$ cat src/rtl/sbsh_pkg.sv
// ---------------------------------------------------------------------------
// sbsh_pkg: shared types, constants and functions for the byte stream hasher
// round constants, initial hash value and the sigma functions of the standard
// ---------------------------------------------------------------------------
package sbsh_pkg;

  typedef logic [31:0]      word_t;
  typedef logic [7:0][31:0] work_t;

  localparam int unsigned CountW   = 61;
  localparam logic [3:0]  LenHiAddr = 4'd14;
  localparam logic [3:0]  LenLoAddr = 4'd15;

  typedef logic [CountW-1:0] count_t;

  localparam word_t RoundK [64] = '{
    32'h428a2f98, 32'h71374491, 32'hb5c0fbcf, 32'he9b5dba5,
    32'h3956c25b, 32'h59f111f1, 32'h923f82a4, 32'hab1c5ed5,
    32'hd807aa98, 32'h12835b01, 32'h243185be, 32'h550c7dc3,
    32'h72be5d74, 32'h80deb1fe, 32'h9bdc06a7, 32'hc19bf174,
    32'he49b69c1, 32'hefbe4786, 32'h0fc19dc6, 32'h240ca1cc,
    32'h2de92c6f, 32'h4a7484aa, 32'h5cb0a9dc, 32'h76f988da,
    32'h983e5152, 32'ha831c66d, 32'hb00327c8, 32'hbf597fc7,
    32'hc6e00bf3, 32'hd5a79147, 32'h06ca6351, 32'h14292967,
    32'h27b70a85, 32'h2e1b2138, 32'h4d2c6dfc, 32'h53380d13,
    32'h650a7354, 32'h766a0abb, 32'h81c2c92e, 32'h92722c85,
    32'ha2bfe8a1, 32'ha81a664b, 32'hc24b8b70, 32'hc76c51a3,
    32'hd192e819, 32'hd6990624, 32'hf40e3585, 32'h106aa070,
    32'h19a4c116, 32'h1e376c08, 32'h2748774c, 32'h34b0bcb5,
    32'h391c0cb3, 32'h4ed8aa4a, 32'h5b9cca4f, 32'h682e6ff3,
    32'h748f82ee, 32'h78a5636f, 32'h84c87814, 32'h8cc70208,
    32'h90befffa, 32'ha4506ceb, 32'hbef9a3f7, 32'hc67178f2
  };

  // word 0 sits at index 0, so the list runs from word 7 down
  localparam work_t HashInit = {
    32'h5be0cd19, 32'h1f83d9ab, 32'h9b05688c, 32'h510e527f,
    32'ha54ff53a, 32'h3c6ef372, 32'hbb67ae85, 32'h6a09e667
  };

  function automatic word_t big_sigma0(input word_t x);
    return {x[1:0], x[31:2]} ^ {x[12:0], x[31:13]} ^ {x[21:0], x[31:22]};
  endfunction

  function automatic word_t big_sigma1(input word_t x);
    return {x[5:0], x[31:6]} ^ {x[10:0], x[31:11]} ^ {x[24:0], x[31:25]};
  endfunction

  function automatic word_t small_sigma0(input word_t x);
    return {x[6:0], x[31:7]} ^ {x[17:0], x[31:18]} ^ {3'b000, x[31:3]};
  endfunction

  function automatic word_t small_sigma1(input word_t x);
    return {x[16:0], x[31:17]} ^ {x[18:0], x[31:19]} ^ {10'b0, x[31:10]};
  endfunction

endpackage

$ cat src/rtl/sbsh_round.sv
// ---------------------------------------------------------------------------
// sbsh_round: one compression round
// updates the eight working variables from one schedule word and one constant
// ---------------------------------------------------------------------------
module sbsh_round (
  input  sbsh_pkg::work_t v,
  input  sbsh_pkg::word_t w,
  input  sbsh_pkg::word_t k,
  output sbsh_pkg::work_t v_next
);

  sbsh_pkg::word_t choose;
  sbsh_pkg::word_t major;
  sbsh_pkg::word_t t1;
  sbsh_pkg::word_t t2;

  always_comb begin
    choose = (v[4] & v[5]) ^ (~v[4] & v[6]);
    major  = (v[0] & v[1]) ^ (v[0] & v[2]) ^ (v[1] & v[2]);
    t1     = v[7] + sbsh_pkg::big_sigma1(v[4]) + choose + k + w;
    t2     = sbsh_pkg::big_sigma0(v[0]) + major;
    v_next[0] = t1 + t2;
    v_next[1] = v[0];
    v_next[2] = v[1];
    v_next[3] = v[2];
    v_next[4] = v[3] + t1;
    v_next[5] = v[4];
    v_next[6] = v[5];
    v_next[7] = v[6];
  end

endmodule

$ cat src/rtl/sha256_byte_stream_hasher.sv
// ---------------------------------------------------------------------------
// sha256_byte_stream_hasher: byte stream in, digest words out
// message bytes are packed into a 16-word block memory and compressed
// ---------------------------------------------------------------------------
// usage
//   msg channel: one transaction per byte (byte_present) and/or end of message
//   (final_item). msg_stall is high whenever the block is busy or in reset.
//   dig channel: eight transactions per message, word 0 first, last_word on 7.
// timing
//   a byte that does not complete a block does not stall the channel.
//   the 64th byte of a block starts a compression: load, 64 rounds at one
//   per cycle and a chaining add, all on the single round unit.
//   a final transaction takes a pad write, a zero sweep of up to 13 writes at
//   one word per cycle plus a closing step, 2 length writes and a
//   compression; a tail of 56 bytes or more first costs a short sweep, an
//   extra compression and a second sweep of 14 writes.
//   digest words then leave one per cycle while dig_stall is low.
// reset
//   chaining value returns to the initial hash, byte counts clear; block
//   memory contents are left as they are. when dig_stall is high the current
//   word holds and nothing else moves until it is taken.
// ---------------------------------------------------------------------------
module sha256_byte_stream_hasher (
  input  logic        clk,
  input  logic        rst,
  input  logic        msg_valid,
  output logic        msg_stall,
  input  logic [7:0]  data_byte,
  input  logic        byte_present,
  input  logic        final_item,
  output logic        dig_valid,
  input  logic        dig_stall,
  output logic [31:0] digest_word,
  output logic [2:0]  word_index,
  output logic        last_word
);

  typedef enum logic [3:0] {
    ST_IDLE, ST_PAD, ST_ZERO, ST_LEN_HI, ST_LEN_LO,
    ST_PREP, ST_ROUND, ST_ADD, ST_OUT
  } state_t;

  typedef enum logic [1:0] {NX_IDLE, NX_PAD, NX_ZERO, NX_OUT} after_t;

  state_t                       state;
  after_t                       nxt;
  sbsh_pkg::work_t              hash;
  sbsh_pkg::work_t              v;
  sbsh_pkg::work_t              v_rnd;
  sbsh_pkg::word_t              win [16];
  sbsh_pkg::word_t              w_pre;
  sbsh_pkg::word_t              w_sched;
  sbsh_pkg::word_t              cur_w;
  logic [5:0]                   rnd;
  logic [5:0]                   fill;
  logic [31:0]                  acc;
  logic [31:0]                  byte_word;
  logic [31:0]                  pad_word;
  sbsh_pkg::count_t             byte_count;
  logic [63:0]                  bit_len;
  logic [4:0]                   zero_addr;
  logic [4:0]                   zero_lim;
  logic                         two_blk;
  logic [2:0]                   out_idx;

  logic [31:0] buf_mem [16];
  logic [31:0] mem_rd;
  logic [3:0]  rd_addr;
  logic        mem_we;
  logic [3:0]  mem_wa;
  logic [31:0] mem_wd;

  logic msg_accept;
  logic dig_accept;

  assign msg_stall  = rst | (state != ST_IDLE);
  assign msg_accept = msg_valid & ~msg_stall;
  assign dig_valid  = (state == ST_OUT);
  assign dig_accept = dig_valid & ~dig_stall;

  assign digest_word = hash[out_idx];
  assign word_index  = out_idx;
  assign last_word   = (out_idx == 3'd7);

  assign bit_len  = {byte_count, 3'b000};
  assign zero_lim = two_blk ? 5'd16 : 5'd14;

  // lane 0 is the most significant byte of a block word
  always_comb begin
    byte_word = acc;
    unique case (fill[1:0])
      2'd0: byte_word[31:24] = data_byte;
      2'd1: byte_word[23:16] = data_byte;
      2'd2: byte_word[15:8]  = data_byte;
      2'd3: byte_word[7:0]   = data_byte;
    endcase
  end

  // bytes already held, then the 0x80 marker, then zeros
  always_comb begin
    pad_word = '0;
    for (int i = 0; i < 4; i++) begin
      if (2'(i) < fill[1:0]) begin
        pad_word[31-8*i -: 8] = acc[31-8*i -: 8];
      end else if (2'(i) == fill[1:0]) begin
        pad_word[31-8*i -: 8] = 8'h80;
      end
    end
  end

  // schedule word for the next round, from the 16-word window
  assign w_sched = win[1] + sbsh_pkg::small_sigma0(win[2]) + win[10]
                 + sbsh_pkg::small_sigma1(win[15]);
  assign cur_w   = (rnd[5:4] == 2'b00) ? mem_rd : w_pre;

  sbsh_round u_round (
    .v      (v),
    .w      (cur_w),
    .k      (sbsh_pkg::RoundK[rnd]),
    .v_next (v_rnd)
  );

  // read one word ahead of the round that uses it
  assign rd_addr = (state == ST_ROUND) ? (rnd[3:0] + 4'd1) : 4'd0;

  always_comb begin
    mem_we = 1'b0;
    mem_wa = fill[5:2];
    mem_wd = byte_word;
    unique case (state)
      ST_IDLE: begin
        mem_we = msg_accept & byte_present & (fill[1:0] == 2'd3);
      end
      ST_PAD: begin
        mem_we = 1'b1;
        mem_wd = pad_word;
      end
      ST_ZERO: begin
        mem_we = (zero_addr < zero_lim);
        mem_wa = zero_addr[3:0];
        mem_wd = '0;
      end
      ST_LEN_HI: begin
        mem_we = 1'b1;
        mem_wa = sbsh_pkg::LenHiAddr;
        mem_wd = bit_len[63:32];
      end
      ST_LEN_LO: begin
        mem_we = 1'b1;
        mem_wa = sbsh_pkg::LenLoAddr;
        mem_wd = bit_len[31:0];
      end
      default: begin
        mem_we = 1'b0;
      end
    endcase
  end

  always_ff @(posedge clk) begin
    if (mem_we) begin
      buf_mem[mem_wa] <= mem_wd;
    end
    mem_rd <= buf_mem[rd_addr];
  end

  always_ff @(posedge clk) begin
    if (rst) begin
      state      <= ST_IDLE;
      nxt        <= NX_IDLE;
      hash       <= sbsh_pkg::HashInit;
      fill       <= '0;
      byte_count <= '0;
      out_idx    <= '0;
      rnd        <= '0;
      two_blk    <= 1'b0;
    end else begin
      unique case (state)
        ST_IDLE: begin
          if (msg_accept) begin
            if (byte_present) begin
              acc        <= byte_word;
              fill       <= fill + 6'd1;
              byte_count <= byte_count + sbsh_pkg::count_t'(1);
            end
            if (byte_present && fill == 6'd63) begin
              state <= ST_PREP;
              nxt   <= final_item ? NX_PAD : NX_IDLE;
            end else if (final_item) begin
              state <= ST_PAD;
            end
          end
        end
        ST_PAD: begin
          zero_addr <= {1'b0, fill[5:2]} + 5'd1;
          two_blk   <= (fill >= 6'd56);
          state     <= ST_ZERO;
        end
        ST_ZERO: begin
          if (zero_addr < zero_lim) begin
            zero_addr <= zero_addr + 5'd1;
          end else if (two_blk) begin
            state <= ST_PREP;
            nxt   <= NX_ZERO;
          end else begin
            state <= ST_LEN_HI;
          end
        end
        ST_LEN_HI: begin
          state <= ST_LEN_LO;
        end
        ST_LEN_LO: begin
          state <= ST_PREP;
          nxt   <= NX_OUT;
        end
        ST_PREP: begin
          v     <= hash;
          rnd   <= '0;
          state <= ST_ROUND;
        end
        ST_ROUND: begin
          v <= v_rnd;
          for (int i = 0; i < 15; i++) begin
            win[i] <= win[i+1];
          end
          win[15] <= cur_w;
          w_pre   <= w_sched;
          rnd     <= rnd + 6'd1;
          if (rnd == 6'd63) begin
            state <= ST_ADD;
          end
        end
        ST_ADD: begin
          for (int i = 0; i < 8; i++) begin
            hash[i] <= hash[i] + v[i];
          end
          unique case (nxt)
            NX_IDLE: state <= ST_IDLE;
            NX_PAD:  state <= ST_PAD;
            NX_ZERO: begin
              zero_addr <= '0;
              two_blk   <= 1'b0;
              state     <= ST_ZERO;
            end
            NX_OUT: begin
              out_idx <= '0;
              state   <= ST_OUT;
            end
          endcase
        end
        ST_OUT: begin
          if (dig_accept) begin
            out_idx <= out_idx + 3'd1;
            if (out_idx == 3'd7) begin
              hash       <= sbsh_pkg::HashInit;
              fill       <= '0;
              byte_count <= '0;
              state      <= ST_IDLE;
            end
          end
        end
        default: begin
          state <= ST_IDLE;
        end
      endcase
    end
  end

  // the last digest transaction leaves the block ready for a new message
  a_restart: assert property (@(posedge clk) disable iff (rst)
    dig_accept && last_word |=> (hash == sbsh_pkg::HashInit) && (state == ST_IDLE))
    else $error("chaining value not restored after digest");

  a_word_order: assert property (@(posedge clk) disable iff (rst)
    dig_accept && !last_word |=> dig_valid && (word_index == $past(word_index) + 3'd1))
    else $error("digest words out of order");

  // the block memory must not change under a running compression
  a_no_write_in_rounds: assert property (@(posedge clk) disable iff (rst)
    (state == ST_ROUND || state == ST_PREP) |-> !mem_we)
    else $error("block memory written during compression");

  a_round_end: assert property (@(posedge clk) disable iff (rst)
    (state == ST_ROUND) && (rnd == 6'd63) |=> (state == ST_ADD))
    else $error("compression did not end after the last round");

endmodule
$ cat config.mk
export PLATFORM = sky130hd
export DESIGN_NAME = sha256_byte_stream_hasher
export DESIGN_NICKNAME = d
export VERILOG_FILES = /design/src/rtl/sbsh_pkg.sv /design/src/rtl/sbsh_round.sv /design/src/rtl/sha256_byte_stream_hasher.sv
export SDC_FILE = /design/constraint.sdc
export NUM_CORES = 2
export LEC_CHECK = 0
export ABC_AREA = 0
export BUFFER_PORTS_ARGS = -buffer_cell sky130_fd_sc_hd__buf_2
export CAP_MARGIN = 20
export CORE_AREA = 2 2 554 336
export DETAILED_ROUTE_END_ITERATION = 7
export DIE_AREA = 0 0 556 338
export PLACE_DENSITY = 0.7
export RECOVER_POWER = 25
export SLEW_MARGIN = 20
export SYNTH_ARGS = -nofsm -noshare
export SYNTH_HDL_FRONTEND = slang
export SYNTH_SLANG_ARGS = --single-unit
$ cat constraint.sdc
create_clock -name clk -period 36.2 [get_ports clk]
set_input_delay 5.43 -clock clk [delete_from_list [all_inputs] [get_ports clk]]
set_output_delay 5.43 -clock clk [all_outputs]
set_load 0.005 [all_outputs]
Word level (Yosys, flattened, before mapping) --
Memories as Yosys holds them, arrays and structs flattened. A register that Yosys moved wholly into a read port is not among the register bits. Cells that the tools add are included.
Word-level totals: register bits after elaboration 664, RAM bits 1024, ROM bits 2048, input bits 14, logic and storage cells 209, memories kept 3
Cells by class: add/subtract/negate cells 25, order comparisons 8, equality and inequality tests 32, muxes and demuxes 66, bitwise logic cells 26, reduce and logical (&&, ||, !) cells 23
Memory list:
- (name not given) | depth 64, width 32, read ports 1, clocked after Yosys merged registers in 0, write ports 0, RTL line sha256_byte_stream_hasher.sv:119 | .k (sbsh_pkg::RoundK[rnd]),
- buf_mem | depth 16, width 32, read ports 1, clocked after Yosys merged registers in 1, write ports 1, RTL line sha256_byte_stream_hasher.sv:66 | logic [31:0] buf_mem [16];
- win | depth 16, width 32, read ports 15, clocked after Yosys merged registers in 0, write ports 16, RTL line sha256_byte_stream_hasher.sv:50 | sbsh_pkg::word_t win [16];
Operators with widths (count):
- one-hot mux 256 bit (2 select lines) | 2
- adder 32 bit | 18
- two-way mux 256 bit | 2
- bitwise XOR 32 bit | 9
- two-way mux 61 bit | 4
- bitwise AND 32 bit | 5
- two-way mux 32 bit | 4
- one-hot mux 32 bit (4 select lines) | 1
- one-hot mux 61 bit (2 select lines) | 1
- binary-select mux 32 bit (select 3 bit) | 1
- two-way mux 8 bit | 12
- adder 61 x 1 -> 61 bit, second input constant | 1
- one-hot mux 4 bit (9 select lines) | 1
- two-way mux 4 bit | 8
- NOT 32 bit | 1
- bitwise XOR 32 x 22 -> 32 bit | 1
- bitwise XOR 32 x 29 -> 32 bit | 1
- two-way mux 6 bit | 4
- one-hot mux 6 bit (2 select lines) | 2
- == test 4 x 3 -> 1 bit, second input constant | 4
- inequality test 2 bit, second input constant | 8
- one-hot mux 4 bit (4 select lines) | 1
- two-way mux 5 bit | 3
- one-hot mux 5 bit (3 select lines) | 1
- 46 further kinds | 85

Depth between registers and ports, before layout --
depth after elaboration 9, mapped depth 40

Cells and area by module --
Synthesis repeated with hierarchy kept, for this count alone.
Unflattened totals: cell total of the unflattened synthesis 8457, area total of the unflattened synthesis 93413.3 µm²
By module, submodules not included:
- sha256_byte_stream_hasher | instances 1, cells an instance 7138, area each 82389.0 µm², seq. area each 46975.1 µm²
- sbsh_round | instances 1, cells an instance 1319, area each 11024.3 µm², seq. area each 0.0 µm²

Worst setup path after synthesis --
No wires, ideal clock.
path kind input to register, from input rst, to register w_pre[0] (enable), setup time 1402 ps, data arrival time 27412 ps, data required time 34798 ps, path slack 7385 ps, cell stages on the path 5, path buffers 4, path through clkbuf_1 > clkbuf_1 > clkbuf_1 > clkbuf_1 > nor2_1
Between the ends: cells in the longest elaborated chain, start to end 2
Ends and longest elaborated chain:
- from (decl) | RTL line sha256_byte_stream_hasher.sv:25 | input logic rst,
- NOT 1 bit (no line)
- AND reduction 2 bit (no line)
- to (signal assigned) | RTL line sha256_byte_stream_hasher.sv:226 | w_pre <= w_sched;
- to (decl) | RTL line sha256_byte_stream_hasher.sv:51 | sbsh_pkg::word_t w_pre;
No other way between the ends. A chain may end at the register's enable or synchronous reset.

Final worst setup path --
from register state[1], to register mem_rd[8] (read register of buf_mem)
Between the ends: cells in the longest elaborated chain, start to end 2
Ends and longest elaborated chain:
- from (decl) | RTL line sha256_byte_stream_hasher.sv:45 | state_t state;
- from (signal assigned) | RTL line sha256_byte_stream_hasher.sv:168 | state <= ST_IDLE;
- from (signal assigned) | RTL line sha256_byte_stream_hasher.sv:186 | state <= ST_PREP;
- from (signal assigned) | RTL line sha256_byte_stream_hasher.sv:189 | state <= ST_PAD;
- == test 4 x 3 -> 1 bit | RTL line sha256_byte_stream_hasher.sv:124 | assign rd_addr = (state == ST_ROUND) ? (rnd[3:0] + 4'd1) : 4'd0;
- two-way mux 4 bit | RTL line sha256_byte_stream_hasher.sv:124
- to (decl) | RTL line sha256_byte_stream_hasher.sv:67 | logic [31:0] mem_rd;
No other way between the ends.

==> run_summary.xml <==
<?xml version="1.0" encoding="UTF-8"?>
<metrics>
  <group name="yosys">
    <metric name="synth-seq-area-share" unit="%">51.6</metric>
    <metric name="flops_latches_synth" unit="">1688</metric>
    <metric name="postSynthAreaPerCell" unit="um^2">11.4</metric>
    <metric name="synth-edff-count" unit="">1317</metric>
    <metric name="netlist_top_cells_area" unit="">sky130_fd_sc_hd__edfxtp_1, sky130_fd_sc_hd__dfxtp_1, sky130_fd_sc_hd__ha_1</metric>
    <metric name="synthesis.area" unit="um^2">91000</metric>
    <metric name="synthCells" unit="">8018</metric>
    <metric name="synth_area_leader_cell" unit="">sky130_fd_sc_hd__edfxtp_1</metric>
    <metric name="postSynthNetCount" unit="">8637</metric>
    <metric name="ys.flop_type" unit="">sky130_fd_sc_hd__edfxtp_1</metric>
    <metric name="synth_warn" unit="">0</metric>
    <metric name="ys_types" unit="">103</metric>
    <metric name="post_synth_arst_share" unit="%">0</metric>
    <metric name="synth_top_cell_area_share" unit="%">43.4</metric>
  </group>
  <group name="timing">
    <metric name="timing.final.crit_share" unit="%">43.7</metric>
    <metric name="rsz_0062_raised_after_global_routing" unit="">false</metric>
    <metric name="max_slew_margin" unit="%">-457</metric>
    <metric name="clock_skew" unit="ns">0.0815</metric>
    <metric name="fin_crit" unit="ns">15.82</metric>
    <metric name="finalSetupViolations" unit="">0</metric>
    <metric name="tightest_slew" unit="ns">8.35</metric>
    <metric name="max_freq" unit="MHz">63.2</metric>
    <metric name="final-max-slew-violation-count" unit="">749</metric>
    <metric name="hold_viol_final" unit="">0</metric>
    <metric name="fin_setup_tns" unit="ns">0</metric>
  </group>
  <group name="floorplan">
    <metric name="fp.coreArea" unit="um^2">183000</metric>
    <metric name="chipHeight" unit="um">338</metric>
    <metric name="floorplan.rows" unit="">122</metric>
    <metric name="die_x" unit="um">556</metric>
    <metric name="boundaryPins" unit="">52</metric>
    <metric name="effective_utilization_at_floorplan" unit="%">49.7</metric>
    <metric name="floorplan.die_area" unit="um^2">188000</metric>
  </group>
  <group name="pwr">
    <metric name="power.net_switching" unit="uW">990</metric>
    <metric name="pwr-share-seq" unit="%">49.5</metric>
    <metric name="vdd.ir_drop.worst" unit="mV">0.0378</metric>
    <metric name="internal_power" unit="uW">3230</metric>
    <metric name="clock_network_power_share" unit="%">42.3</metric>
    <metric name="combinationalPowerShare" unit="%">8.1</metric>
    <metric name="cellPowerDensity" unit="nW/um^2">42.4</metric>
    <metric name="power.switching_fraction" unit="%">23.5</metric>
    <metric name="power_leakage" unit="uW">0.0364</metric>
  </group>
  <group name="global_routing">
    <metric name="grt_antenna_before_repair" unit="">12</metric>
    <metric name="globalRouteOverflowTotal" unit="">0</metric>
    <metric name="grtUsageTotal" unit="%">29.8</metric>
    <metric name="grt_first_pass_wirelength" unit="um">411000</metric>
    <metric name="grt_pass1_vias" unit="">60600</metric>
    <metric name="grt_start_max_net_pins" unit="">203</metric>
  </group>
  <group name="worst_setup_path">
    <metric name="critPathCaptureType" unit="">register</metric>
    <metric name="worst_path_largest_cell_delay" unit="ns">5.96</metric>
    <metric name="worst-path-buf-inv" unit="">2</metric>
    <metric name="cp-start-kind" unit="">register</metric>
    <metric name="worst_path_required" unit="ns">36.85</metric>
    <metric name="critical_path.top_delay_family" unit="">buffers and inverters</metric>
    <metric name="worst_ep_arrival_time" unit="ns">16.47</metric>
    <metric name="worst_path_max_delay_cell" unit="">sky130_fd_sc_hd__clkbuf_1</metric>
    <metric name="worstPathCellList" unit="">nand2_1 -&gt; nor2_1 -&gt; clkbuf_1 -&gt; clkbuf_1 -&gt; nand2_1 -&gt; a221oi_1 -&gt; o32ai_1</metric>
    <metric name="setup.worst_path.class" unit="">register to register</metric>
    <metric name="timing.critical_path.fanout_max" unit="">134</metric>
  </group>
  <group name="drt">
    <metric name="drt_wl_total" unit="um">286000</metric>
    <metric name="detail_route.iter0.violations" unit="">8880</metric>
    <metric name="first_pass_iters" unit="">6</metric>
    <metric name="routed_via_density" unit="">6.22</metric>
    <metric name="detail_route.wl_per_cell" unit="um">27.3</metric>
    <metric name="postRouteAntennaNets" unit="">0</metric>
    <metric name="drc_errors" unit="">0</metric>
    <metric name="vias" unit="">65200</metric>
  </group>
  <group name="clock_tree">
    <metric name="clk_root_buffer_cell" unit="">sky130_fd_sc_hd__clkbuf_16</metric>
    <metric name="clock_insertion_delay_worst_skew" unit="ns">0.85</metric>
    <metric name="cts-hold-fix-buffers" unit="">0</metric>
    <metric name="tritoncts" unit="">built</metric>
    <metric name="h-tree-depth" unit="">4</metric>
    <metric name="post_cts.repair.setup_buffers" unit="">0</metric>
    <metric name="numCtsBuffers" unit="">167</metric>
    <metric name="cts-resized-gates" unit="">0</metric>
    <metric name="clk_pin_slew_worst_paths" unit="ns">0.06</metric>
    <metric name="maximum_count_of_clock_buffers_along_a_single_path" unit="">4</metric>
    <metric name="cts_num_sinks" unit="">1688</metric>
  </group>
  <group name="status">
    <metric name="outcome" unit="">finished, violations left</metric>
    <metric name="failing_checks" unit="">capacitance limit, slew limit</metric>
  </group>
  <group name="place">
    <metric name="number_of_i_o_port_buffers" unit="">51</metric>
    <metric name="dp.final_hpwl" unit="um">200000</metric>
    <metric name="place.gp.congestion" unit="">0.989</metric>
  </group>
  <group name="final_layout">
    <metric name="fillCellCount" unit="">15200</metric>
    <metric name="drive_gt1_share" unit="%">9.54</metric>
    <metric name="finalCoreUtilization" unit="%">54.4</metric>
    <metric name="final_nets" unit="">8557</metric>
    <metric name="area_delta_synth_final" unit="%">9.29</metric>
  </group>
  <group name="hold_path">
    <metric name="hold_wc_path_type" unit="">register to register</metric>
  </group>
  <group name="run">
    <metric name="drv.max_cap_violation_count" unit="">12</metric>
  </group>
</metrics>
[final cells by class]
class	count	area, um^2	area share (%)
clock inverter	80	877	0.881
tap	2418	3030	3.04
inverter	341	1280	1.29
timing repair buffer	165	1120	1.13
multi-input combinational	5575	41600	41.8
sequential	1688	47000	47.2
antenna	6	15.0	0.0151
clock buffer	219	4600	4.62
[flip-flops by register name (all words and copies together), names as in the netlist]
name and cells:
word_index 3, win 480, zero_addr 5, fill 6, mem_rd 32, w_pre 32
v 256, hash 256, buf_mem 512, nxt 2, acc 32, byte_count 61
rnd 6, state 4, two_blk 1
[metrics by stage]
step | cells | worst slack [ns] | cell area (um^2) | hold WS, ns | power (uW)
2_1_floorplan | 8018 | 7.39 | 91000 | 0.400 | 2360
3_3_place_gp | 10200 | 24.48 | 94100 | 0.400 | 2460
3_5_place_dp | 10200 | 24.48 | 94100 | 0.405 | 2460
4_1_cts | 10500 | 24.48 | 99500 | 0.363 | 4230
5_1_grt | 10500 | 19.80 | 99500 | 0.360 | 4340
6_report | 10500 | 20.38 | 99500 | 0.370 | 4220
[routing by layer]
metal  routed length (um)  vias up  global-route usage [%]
met2               103000     3717                    35.6
met5                 1010        -                    3.70
met4                 6060       10                    6.58
met3                44900      355                    13.3
met1               131000    32000                    47.2
li1                     -    29100                       -
[cell usage in the layout, fill, tap and decap left out, types with 196 or more instances in the layout]
| cell | instances |
|---|---|
| sky130_fd_sc_hd__edfxtp_1 | 1317 |
| sky130_fd_sc_hd__nand2_1 | 987 |
| sky130_fd_sc_hd__nor2_1 | 442 |
| sky130_fd_sc_hd__ha_1 | 407 |
| sky130_fd_sc_hd__xnor2_1 | 405 |
| sky130_fd_sc_hd__a21oi_1 | 389 |
| sky130_fd_sc_hd__o21ai_0 | 383 |
| sky130_fd_sc_hd__dfxtp_1 | 364 |
| sky130_fd_sc_hd__inv_1 | 340 |
| sky130_fd_sc_hd__xor2_1 | 215 |
| sky130_fd_sc_hd__mux2_2 | 200 |
| sky130_fd_sc_hd__fa_1 | 196 |
[worst reg2reg max path: stages (launching register included)]
cell and delay, ns:
sky130_fd_sc_hd__dfxtp_1 0.84, sky130_fd_sc_hd__nand2_1 0.31, sky130_fd_sc_hd__nor2_1 2.31, sky130_fd_sc_hd__clkbuf_1 5.97, sky130_fd_sc_hd__clkbuf_1 1.93, sky130_fd_sc_hd__nand2_1 2.69, sky130_fd_sc_hd__a221oi_1 1.25, sky130_fd_sc_hd__o32ai_1 0.34
[synth_stat cells, types with 104 or more instances]
cell	n
sky130_fd_sc_hd__a21o_1	188
sky130_fd_sc_hd__a21oi_1	393
sky130_fd_sc_hd__clkbuf_1	361
sky130_fd_sc_hd__dfxtp_1	371
sky130_fd_sc_hd__edfxtp_1	1317
sky130_fd_sc_hd__fa_1	196
sky130_fd_sc_hd__ha_1	409
sky130_fd_sc_hd__inv_1	340
sky130_fd_sc_hd__mux2_2	245
sky130_fd_sc_hd__nand2_1	989
sky130_fd_sc_hd__nand2b_1	162
sky130_fd_sc_hd__nor2_1	465
sky130_fd_sc_hd__o21ai_0	386
sky130_fd_sc_hd__o22ai_1	104
sky130_fd_sc_hd__xnor2_1	405
sky130_fd_sc_hd__xor2_1	215
[path summary, 6_finish.rpt]
kind / to / slack [ns] / cells past startpoint / start
setup / recovery: mem_rd[8] / 20.38 / 7 / state[1]
hold reg to reg: win[0][198] / 0.37 / 0 / win[0][230]
hold / removal: win[0][198] / 0.37 / 0 / win[0][230]
setup reg to reg: mem_rd[8] / 20.38 / 7 / state[1]
[cells by family (layout without fill, tap and decap cells)]
kind of cell / Yosys count / in the layout / synth area share [%]
AO/OA/AOI/OAI: 1912 / 1912 / 13.8
XOR/XNOR: 620 / 620 / 5.96
adder cells (fa/ha/maj): 609 / 609 / 9.97
buffers and inverters: 755 / 805 / 3.13
flip-flops: 1688 / 1688 / 51.6
multiplexers: 397 / 397 / 5.62
other: 0 / 6 / 0
AND/OR/NAND/NOR: 2037 / 2037 / 9.93
[power groups by stage]
stage / logic [uW] / clock network [uW] / registers (uW)
3_5_place_dp: 331 / 0 / 2130
2_1_floorplan: 233 / 0 / 2130
4_1_cts: 334 / 1810 / 2090
6_report: 343 / 1790 / 2090
3_3_place_gp: 326 / 0 / 2130
5_1_grt: 372 / 1880 / 2090
(Power assumes the default switching activity.)
